==> config.mk <==
export PLATFORM = sky130hd
export DESIGN_NAME = layered_rate_adaptation_picker
export DESIGN_NICKNAME = d
export VERILOG_FILES = /design/src/rtl/lrap_pkg.sv /design/src/rtl/lrap_mac.sv /design/src/rtl/layered_rate_adaptation_picker.sv
export SDC_FILE = /design/constraint.sdc
export NUM_CORES = 1
export LEC_CHECK = 0
export BUFFER_PORTS_ARGS = -buffer_cell sky130_fd_sc_hd__buf_2
export CAP_MARGIN = 10
export CORE_ASPECT_RATIO = 1.4
export CORE_MARGIN = 5
export CORE_UTILIZATION = 50
export DETAILED_ROUTE_END_ITERATION = 10
export PLACE_DENSITY = 0.72
export SYNTH_ARGS = -nofsm -noshare
export SYNTH_HDL_FRONTEND = slang
export SYNTH_SLANG_ARGS = --single-unit
==> constraint.sdc <==
create_clock -name clk -period 13.27 [get_ports clk]
set_clock_uncertainty 0.2 [all_clocks]
set_input_delay 0.6635 -clock clk [delete_from_list [all_inputs] [get_ports clk]]
set_output_delay 0.6635 -clock clk [all_outputs]
set_load 0.01 [all_outputs]
==> src/rtl/lrap_pkg.sv <==
// ----------------------------------------------------------------------------
// lrap_pkg
// Shared widths and register codes of the layered rate adaptation picker.
// ----------------------------------------------------------------------------
package lrap_pkg;

	localparam int RATE_W    = 20;
	localparam int LEVEL_W   = 16;
	localparam int FILL_W    = 11;
	localparam int WEIGHT_W  = 9;
	localparam int LAYER_W   = 2;
	localparam int SEG_W     = 16;
	localparam int CNT_W     = 3;
	localparam int NUM_RATES = 4;

	// average is Q20.8
	localparam int AVG_W   = RATE_W + 8;
	// shared multiply-accumulate unit
	localparam int MUL_A_W = AVG_W;
	localparam int MUL_B_W = WEIGHT_W;
	localparam int MUL_Y_W = MUL_A_W + MUL_B_W + 1;
	// scaled compare operands: (rate << 8) * 5 and avg * 6
	localparam int CMP_W   = AVG_W + 3;

	localparam int CFG_IDX_W  = 3;
	localparam int CFG_DATA_W = RATE_W;
	localparam int S_DATA_W   = 48;
	localparam int M_DATA_W   = 24;

	typedef enum logic [CFG_IDX_W-1:0] {
		REG_EMA_WEIGHT     = 3'd0,
		REG_MIN_BUFFER     = 3'd1,
		REG_GROWING_MARGIN = 3'd2,
		REG_TOTAL_SEGMENTS = 3'd3,
		REG_LAYER0_RATE    = 3'd4,
		REG_LAYER1_RATE    = 3'd5,
		REG_LAYER2_RATE    = 3'd6,
		REG_LAYER3_RATE    = 3'd7
	} cfg_reg_t;

	localparam logic [WEIGHT_W-1:0] WEIGHT_ONE   = 9'd256;
	localparam logic [WEIGHT_W-1:0] WEIGHT_RESET = 9'd26;
	localparam logic [LEVEL_W-1:0]  MIN_BUF_RESET = 16'd4000;
	localparam logic [FILL_W-1:0]   FILL_HALF    = 11'd512;
	localparam logic [MUL_B_W-1:0]  SCALE_NUM    = 9'd6;
	localparam logic [MUL_B_W-1:0]  SCALE_UNIT   = 9'd1;

endpackage

==> src/rtl/lrap_mac.sv <==
// ----------------------------------------------------------------------------
// lrap_mac
// Shared unsigned multiply-accumulate unit: y = a * b + c.
// ----------------------------------------------------------------------------
module lrap_mac (
	input  logic [lrap_pkg::MUL_A_W-1:0] a,
	input  logic [lrap_pkg::MUL_B_W-1:0] b,
	input  logic [lrap_pkg::MUL_Y_W-1:0] c,
	output logic [lrap_pkg::MUL_Y_W-1:0] y
);
	import lrap_pkg::*;

	logic [MUL_Y_W-1:0] prod;

	assign prod = MUL_Y_W'(a) * MUL_Y_W'(b);
	assign y    = prod + c;

endmodule

==> src/rtl/layered_rate_adaptation_picker.sv <==
// ----------------------------------------------------------------------------
// layered_rate_adaptation_picker
// Rate-based layer picker for layered adaptive streaming.
// ----------------------------------------------------------------------------
// Each request (last rate, buffer level, buffer fill) returns one result: the
// layer to fetch, the segment number and an all-done flag. A single 28x9
// multiply-accumulate unit does the moving average in two steps and, when a
// new layer set is chosen, forms the compare limit; the layer rates are then
// scanned one per cycle. A request that pops an already stacked layer or hits
// the low-buffer case steps through MUL1, MUL2 and FIN; one that refills the
// stack also passes LIM and SCAN before FIN. The result sits in an output
// register; a new request is taken only while the sequencer is idle, and a
// finished result waits in the last step until the previous one is taken.
module layered_rate_adaptation_picker #(
	parameter int MAX_LAYERS = 4
) (
	input  logic                            clk,
	input  logic                            arst_n,
	input  logic                            s_tvalid,
	output logic                            s_tready,
	// [19:0] last_rate, [35:20] buffer_level, [46:36] buffer_fill, [47] zero
	input  logic [lrap_pkg::S_DATA_W-1:0]   s_tdata,
	output logic                            m_tvalid,
	input  logic                            m_tready,
	// [1:0] layer, [17:2] segment_number, [18] all_done, [23:19] zero
	output logic [lrap_pkg::M_DATA_W-1:0]   m_tdata,
	input  logic                            cfg_we,
	input  logic [lrap_pkg::CFG_IDX_W-1:0]  cfg_index,
	input  logic [lrap_pkg::CFG_DATA_W-1:0] cfg_data
);
	import lrap_pkg::*;

	typedef enum logic [5:0] {
		ST_IDLE = 6'b000001,
		ST_MUL1 = 6'b000010,
		ST_MUL2 = 6'b000100,
		ST_LIM  = 6'b001000,
		ST_SCAN = 6'b010000,
		ST_FIN  = 6'b100000
	} state_t;

	state_t state_q;

	// configuration
	logic [WEIGHT_W-1:0] ema_weight_q;
	logic [LEVEL_W-1:0]  min_buffer_q;
	logic [LEVEL_W-1:0]  margin_q;
	logic [SEG_W-1:0]    total_seg_q;
	logic [RATE_W-1:0]   layer_rate_q [NUM_RATES];

	// request
	logic [RATE_W-1:0]  rate_q;
	logic [LEVEL_W-1:0] level_q;
	logic [FILL_W-1:0]  fill_q;

	// state
	logic [AVG_W-1:0]   avg_q;
	logic [CNT_W-1:0]   cnt_q;
	logic [LAYER_W-1:0] top_q;
	logic [SEG_W-1:0]   seg_q;

	// working registers
	logic [MUL_Y_W-1:0] acc_q;
	logic [CMP_W-1:0]   lim_q;
	logic               pick_q;
	logic               scaled_q;
	logic [LAYER_W-1:0] idx_q;
	logic [LAYER_W-1:0] best_q;
	logic [RATE_W-1:0]  best_rate_q;

	// output register
	logic               m_valid_q;
	logic [LAYER_W-1:0] out_layer_q;
	logic [SEG_W-1:0]   out_seg_q;
	logic               out_done_q;

	logic [WEIGHT_W-1:0] w_eff;
	logic [MUL_A_W-1:0]  mac_a;
	logic [MUL_B_W-1:0]  mac_b;
	logic [MUL_Y_W-1:0]  mac_c;
	logic [MUL_Y_W-1:0]  mac_y;

	lrap_mac u_mac (
		.a (mac_a),
		.b (mac_b),
		.c (mac_c),
		.y (mac_y)
	);

	assign w_eff = (ema_weight_q > WEIGHT_ONE) ? WEIGHT_ONE : ema_weight_q;

	always_comb begin
		mac_a = '0;
		mac_b = '0;
		mac_c = '0;
		unique case (state_q)
			ST_MUL1: begin
				mac_a = {rate_q, 8'b0};
				mac_b = w_eff;
			end
			ST_MUL2: begin
				mac_a = avg_q;
				mac_b = WEIGHT_ONE - w_eff;
				mac_c = acc_q;
			end
			ST_LIM: begin
				mac_a = avg_q;
				mac_b = scaled_q ? SCALE_NUM : SCALE_UNIT;
			end
			default: begin
			end
		endcase
	end

	// low-buffer decision
	logic [LEVEL_W:0] level_ext;
	logic [LEVEL_W:0] refill_thr;
	logic             low_buf;

	assign level_ext  = {1'b0, level_q};
	assign refill_thr = {1'b0, min_buffer_q} + {1'b0, margin_q};
	assign low_buf    = (level_q <= min_buffer_q) ||
	                    ((cnt_q == '0) && (level_ext < refill_thr));

	// layer scan compare
	logic [RATE_W-1:0]  cand_rate;
	logic [RATE_W+2:0]  cand_x5;
	logic [CMP_W-1:0]   cand_lhs;
	logic               cand_hit;
	logic [LAYER_W-1:0] best_nx;

	assign cand_rate = layer_rate_q[idx_q];
	assign cand_x5   = ({3'b0, cand_rate} << 2) + {3'b0, cand_rate};
	assign cand_lhs  = scaled_q ? {cand_x5, 8'b0} : {3'b0, cand_rate, 8'b0};
	assign cand_hit  = (cand_lhs < lim_q) && (cand_rate > best_rate_q);
	assign best_nx   = cand_hit ? idx_q : best_q;

	// pop
	logic [CNT_W-1:0]   cnt_pop;
	logic [LAYER_W-1:0] pop_layer;
	logic               seg_done;
	logic               out_free;

	assign cnt_pop   = (cnt_q != '0) ? cnt_q - CNT_W'(1) : '0;
	assign pop_layer = (cnt_q != '0) ? top_q - cnt_pop[LAYER_W-1:0] : '0;
	assign seg_done  = !(seg_q < total_seg_q);
	assign out_free  = !m_valid_q || m_tready;

	assign s_tready = (state_q == ST_IDLE);
	assign m_tvalid = m_valid_q;
	assign m_tdata  = {5'b0, out_done_q, out_seg_q, out_layer_q};

	always_ff @(posedge clk or negedge arst_n) begin
		if (!arst_n) begin
			ema_weight_q <= WEIGHT_RESET;
			min_buffer_q <= MIN_BUF_RESET;
			margin_q     <= '0;
			total_seg_q  <= '0;
			for (int i = 0; i < NUM_RATES; i++) layer_rate_q[i] <= '0;
		end else if (cfg_we) begin
			unique case (cfg_reg_t'(cfg_index))
				REG_EMA_WEIGHT:     ema_weight_q <= cfg_data[WEIGHT_W-1:0];
				REG_MIN_BUFFER:     min_buffer_q <= cfg_data[LEVEL_W-1:0];
				REG_GROWING_MARGIN: margin_q     <= cfg_data[LEVEL_W-1:0];
				REG_TOTAL_SEGMENTS: total_seg_q  <= cfg_data[SEG_W-1:0];
				REG_LAYER0_RATE:    layer_rate_q[0] <= cfg_data;
				REG_LAYER1_RATE:    layer_rate_q[1] <= cfg_data;
				REG_LAYER2_RATE:    layer_rate_q[2] <= cfg_data;
				REG_LAYER3_RATE:    layer_rate_q[3] <= cfg_data;
				default: begin
				end
			endcase
		end
	end

	always_ff @(posedge clk or negedge arst_n) begin
		if (!arst_n) begin
			state_q   <= ST_IDLE;
			avg_q     <= '0;
			cnt_q     <= '0;
			seg_q     <= '0;
			m_valid_q <= 1'b0;
		end else begin
			if (state_q == ST_FIN && out_free) m_valid_q <= 1'b1;
			else if (m_tready) m_valid_q <= 1'b0;
			unique case (state_q)
				ST_IDLE: begin
					if (s_tvalid) begin
						state_q <= ST_MUL1;
					end
				end
				ST_MUL1: begin
					state_q <= ST_MUL2;
					if (low_buf) begin
						cnt_q <= CNT_W'(1);
					end
				end
				ST_MUL2: begin
					avg_q   <= mac_y[AVG_W+7:8];
					state_q <= pick_q ? ST_LIM : ST_FIN;
				end
				ST_LIM: begin
					state_q <= ST_SCAN;
				end
				ST_SCAN: begin
					if (idx_q == LAYER_W'(MAX_LAYERS - 1)) begin
						cnt_q   <= CNT_W'(best_nx) + CNT_W'(1);
						state_q <= ST_FIN;
					end
				end
				ST_FIN: begin
					if (out_free) begin
						cnt_q     <= cnt_pop;
						if (!seg_done && cnt_pop == '0) seg_q <= seg_q + SEG_W'(1);
						state_q <= ST_IDLE;
					end
				end
				default: state_q <= ST_IDLE;
			endcase
		end
	end

	// datapath registers, no reset needed
	always_ff @(posedge clk) begin
		unique case (state_q)
			ST_IDLE: begin
				if (s_tvalid) begin
					rate_q  <= s_tdata[RATE_W-1:0];
					level_q <= s_tdata[RATE_W+LEVEL_W-1:RATE_W];
					fill_q  <= s_tdata[RATE_W+LEVEL_W+FILL_W-1:RATE_W+LEVEL_W];
				end
			end
			ST_MUL1: begin
				acc_q    <= mac_y;
				pick_q   <= !low_buf && (cnt_q == '0);
				scaled_q <= fill_q > FILL_HALF;
				if (low_buf) top_q <= '0;
			end
			ST_LIM: begin
				lim_q       <= mac_y[CMP_W-1:0];
				idx_q       <= '0;
				best_q      <= '0;
				best_rate_q <= '0;
			end
			ST_SCAN: begin
				best_q <= best_nx;
				if (cand_hit) best_rate_q <= cand_rate;
				idx_q <= idx_q + LAYER_W'(1);
				if (idx_q == LAYER_W'(MAX_LAYERS - 1)) top_q <= best_nx;
			end
			ST_FIN: begin
				if (out_free) begin
					out_layer_q <= pop_layer;
					out_seg_q   <= seg_q;
					out_done_q  <= seg_done;
				end
			end
			default: begin
			end
		endcase
	end

endmodule

Word level (Yosys, flattened, before mapping)
Cells that the tools add are included.

word-level totals
  register bits after elaboration = 354
  input port bits = 76
  output and inout bits = 26

cells by class
  mux-type cells = 29
  magnitude comparators = 8
  reductions and logical operators = 34
  $mul = 1
  bitwise logic cells = 1
  add/subtract/negate cells = 9
  eq/ne operators = 19

operators with widths
  kind                     number
  $mux W20                 3
  $pmux W28 S2             1
  $bmux W20 S2             1
  $pmux W20 S2             1
  $add A37 B38 Y38         1
  $mux W38                 1
  $mul A28 B9 Y37          1
  $pmux W6 S6              1
  $lt A31 B31 Y1           1
  $mux W31                 1
  $pmux W9 S3              1
  $mux W6                  4
  $add A22 B20 Y23         1
  $reduce_and A2 Y1        11
  $gt A20 B20 Y1           1
  $add A16 B16 Y17         1
  $lt A16 B17 Y1           1
  $add A16 B1 Y16 const B  1
  $le A16 B16 Y1           1
  $lt A16 B16 Y1           1
  $mux W3                  5
  $eq A3 B3 Y1 const B     4
  $pmux W2 S2              3
  $gt A11 B10 Y1 const B   1
  31 further kinds         53

Depth between registers and ports, before layout
  depth in word-level cells = 12
  depth in mapped cells = 30
  mapped depth without buffers = 29

Modules after synthesis
A second synthesis with hierarchy kept.

second synthesis, totals
  cells, all modules = 2526
  area, all modules = 26997.1 sq um

modules (own cells, without submodules)
  module                          instances  area an instance (sq um)  cells each
  layered_rate_adaptation_picker  1          17969.7                   1480
  lrap_mac                        1          9027.4                    1046

Worst setup path after synthesis
Ideal clock, no wire load.

  kind = reg2reg
  from = register state_q[4]
  to = register avg_q[26]
  arrival = 7.662 ns
  path buffers = 2
  setup time = 0.125 ns
  slack = 5.283 ns
  cell stages (with the launch flop) = 26
  period minus slack after synthesis = 7.987 ns
  path through = dfrtp_1 -> nor4_1 -> nand3b_1 -> inv_1 -> clkbuf_1 -> buf_1 -> a22o_1 -> nand2_1 -> fa_1 -> inv_1 -> fa_1 -> fa_1 -> fa_1 -> inv_1 -> fa_1 -> inv_1 -> ha_1 -> a21o_1 -> a311oi_1 -> a21oi_1 -> nor3_1 -> a211oi_1 -> o41ai_2 -> o21ai_1 -> xnor2_1 -> mux2_2

between the ends
  cells in the longest elaborated chain, start to end = 5
  elaborated cells between the ends (all ways) = 9

ends and longest elaborated chain
  what                                                 RTL line                               source
  start: declaration                                   layered_rate_adaptation_picker.sv:42   state_t state_q;
  start signal: assignment                             layered_rate_adaptation_picker.sv:200  state_q <= pick_q ? ST_LIM : ST_FIN;
  $eq A6 B4 Y1 / $eq A6 B3 Y1 (equally long branches)  layered_rate_adaptation_picker.sv:96   unique case (state_q)
  $reduce_or A2 Y1 (no line)                           -
  $pmux W28 S2                                         layered_rate_adaptation_picker.sv:96
  $mul A28 B9 Y37                                      lrap_mac.sv:15                         assign prod = MUL_Y_W'(a) * MUL_Y_W'(b);
  $add A37 B38 Y38 (*)                                 lrap_mac.sv:16                         assign y = prod + c;
  net mac_y[34]                                        layered_rate_adaptation_picker.sv:81   logic [MUL_Y_W-1:0] mac_y;
  end signal: assignment                               layered_rate_adaptation_picker.sv:199  avg_q <= mac_y[AVG_W+7:8];
  end: declaration                                     layered_rate_adaptation_picker.sv:57   logic [AVG_W-1:0] avg_q;

The timed path passes the listed nets; every way through them passes the cells marked *.
A chain may end at the register's enable or synchronous reset.

Final worst setup path
Ends and elaborated chain as after synthesis.

==> metrics <==
Hold Fails Final Rpt 0; Skew-Pair Late Insertion Delay 0.58 ns; DRT Pass-1 Iters 8; Tightest Pin Transition 1.17 ns; Setup WS post-layout 4.47 ns; GPL Wtd Cong 0.907; switching share of power 33.1%; synth warn 0; number of nets in the layout 2968; I/O pin total 102; Post-Synthesis Cells 2401; area of the die 0.0566 mm²; fin crit period 8.80 ns; CTS clock-pin slew for the worst setup and hold paths 0.06 ns; Std-Cell Rows 98; relative slew slack 22.1%; Final period util 66.3%; Clock power frac 30.9%; DRC 0; pre-CTS setup slack 4.55 ns; RSZ-0062 raised after global routing false; # Post-CTS Setup Buffers 0; vias in the first global route 19.7k; ys async rst share 54.3%; Worst setup EP type flip-flop; Most used DFF post-synth dfrtp_1; Cell Area, Synth 0.0259 mm²; initial antenna violation count 0; total global routing overflow 0; setup slack, reg-to-reg 4.47 ns; max-cap violations 0; Resized cells post-CTS 0; Leakage 0.0136 µW; via count 18.1k; Inst Count DP 3095; DR iter-0 viols 1108; commonest non-fill, non-tap cell in the layout inv_1; final slew viol count 0; first-pass GRT wire length 99.8 mm; Comb power frac 29.5%; H-tree depth 2; Hold-fix buffers, CTS 0; Synth Register Bits 352; post-route insts no fill 3168; total power 3600 µW; worst reg2reg path depth 23; Core ar. 0.0513 mm²; final setup fails 0; share of post-route cells with drive strength above 1 15.2%; Detailed Route WL 59.6 mm; gr usage total 21.5%; P per Cell Area 126 mW/mm²; Setup TNS Final 0 ns; Port Buf Inserts 95; run status complete, no violations; clk sinks 352; internal power 2410 µW; sequential-to-total area share from yosys stat 37.1%; total CTS buffers 39; Clock Path Buffers 3; commonest cells after routing, fill and taps aside inv_1 (291), nand2_1 (259), fa_1 (215); Vias/cell 5.73; Max Clock Freq 114 MHz; Crit Path Max Fanout 55; sw power 1190 µW; detailed placement HPWL 45.0 mm; CTS tree built; Die X 202 µm; crit path kind reg2reg; syn_area_per_cell 10.8 µm²; R2R Path End avg_q[26]; peak supply drop 0.000158 V; Worst EP required 13.54 ns; Post-synth EDFFs 161; Clk Tree Root Cell clkbuf_16; Area Overhead vs Synth 9.75%; largest net degree at the start of global routing 112; Initial Util 50.6%; Startpoint Class flip-flop; Cell variety after synth 82; reg2reg start state_q[4]; Worst Hold Class in2async; total placed instance area 0.0271 mm²; chip height 279 µm; Wirelength per Cell 18.8 µm; fin area 0.0285 mm²; Worst Path Arrival 9.07 ns; ANT nets after route 0; Seq pwr share 39.7%
-- cells in the mapped netlist, drive strengths merged (29+ instances only) --
master | instances | area [µm²]
a21o | 53 | 398
a21oi | 60 | 300
and2 | 39 | 244
buf | 29 | 158
clkbuf | 52 | 195
dfrtp | 181 | 4530
edfxtp | 161 | 4830
fa | 215 | 4300
ha | 190 | 2380
inv | 292 | 1100
mux2 | 139 | 1570
nand2 | 261 | 985
nand3 | 59 | 295
nor2 | 207 | 780
o21ai | 84 | 424
xnor2 | 57 | 499
-- sequential cells by signal, summed over array words and instances (netlist names), 11 cells and up --
name / cells
acc_q: 36
avg_q: 28
best_rate_q: 20
fill_q: 11
layer_rate_q: 80
level_q: 16
lim_q: 31
margin_q: 16
min_buffer_q: 16
out_seg_q: 16
rate_q: 20
seg_q: 16
total_seg_q: 16
-- layout make-up --
class	instances	area, µm²
fillers	4236	22800
multi-input cells	1680	14900
flip-flops and latches	352	9630
inverters	292	1100
clock buffers	49	1090
well taps	650	813
repair buffers	122	691
clock inverters	22	234
diodes	1	2.50
-- worst max-delay path by stage --
stage                           from   endpoint  slack, ns  cells past startpoint
after floorplan           state_q[4]  avg_q[26]       5.28                     25
after global placement    state_q[2]  avg_q[26]       4.72                     23
after detailed placement  state_q[4]  avg_q[26]       4.55                     23
after CTS                 state_q[4]  avg_q[26]       4.48                     23
after global routing      state_q[4]  avg_q[26]       4.02                     24
final                     state_q[4]  avg_q[26]       4.47                     23
-- cells by family after synthesis --
group	count (synthesis)	synth area share, %
adders and majority gates	405	25.8
AOI/OAI and AO/OA	335	8.85
muxes	160	7.77
other	1	0.0145
buffers and inverters	373	5.59
DFF	352	37.1
and+or+nand+nor	693	12.1
xor gates and xnor gates	82	2.77
-- metrics by stage --
step                util [%]  hold slack (ns)
floorplan                  -            0.168
global placement        52.9            0.263
detailed placement      52.9            0.265
CTS                     55.5           0.0246
global route            55.5           0.0325
finish                  55.5           0.0368
-- metal layers --
layer / vias to the layer above / global-route usage, % / wire (µm)
met3: 152 / 2.85 / 2520
met2: 517 / 39.9 / 31700
li1: 8350 / - / -
met1: 9120 / 25.3 / 22900
met4: 0 / 8.33 / 2480
met5: - / 0 / 0
-- power by group through the flow --
stage	sequential [µW]	clock (µW)	combinational (µW)
2_1_floorplan	1410	0	783
6_report	1430	1110	1060
3_5_place_dp	1440	0	1050
3_3_place_gp	1430	0	1010
5_1_grt	1440	1180	1180
4_1_cts	1420	1130	1060
-- worst max-delay path, cell delays in order (launching register included) --
cell and delay, ns:
dfrtp_1 0.42, nor4_1 0.38, nand3b_1 0.47, inv_2 0.58, buf_4 0.67, a22oi_1 0.36, nor2_1 0.24, fa_1 0.47
fa_1 0.53, fa_1 0.54, fa_1 0.56, inv_1 0.06, fa_1 0.54, inv_1 0.05, ha_1 0.36, a21o_1 0.21
a311oi_1 0.48, a21oi_1 0.12, nor3_1 0.24, a211oi_1 0.21, o41ai_2 0.37, o21ai_1 0.14, xnor2_1 0.17, mux2_2 0.27
(Power assumes the default switching activity.)
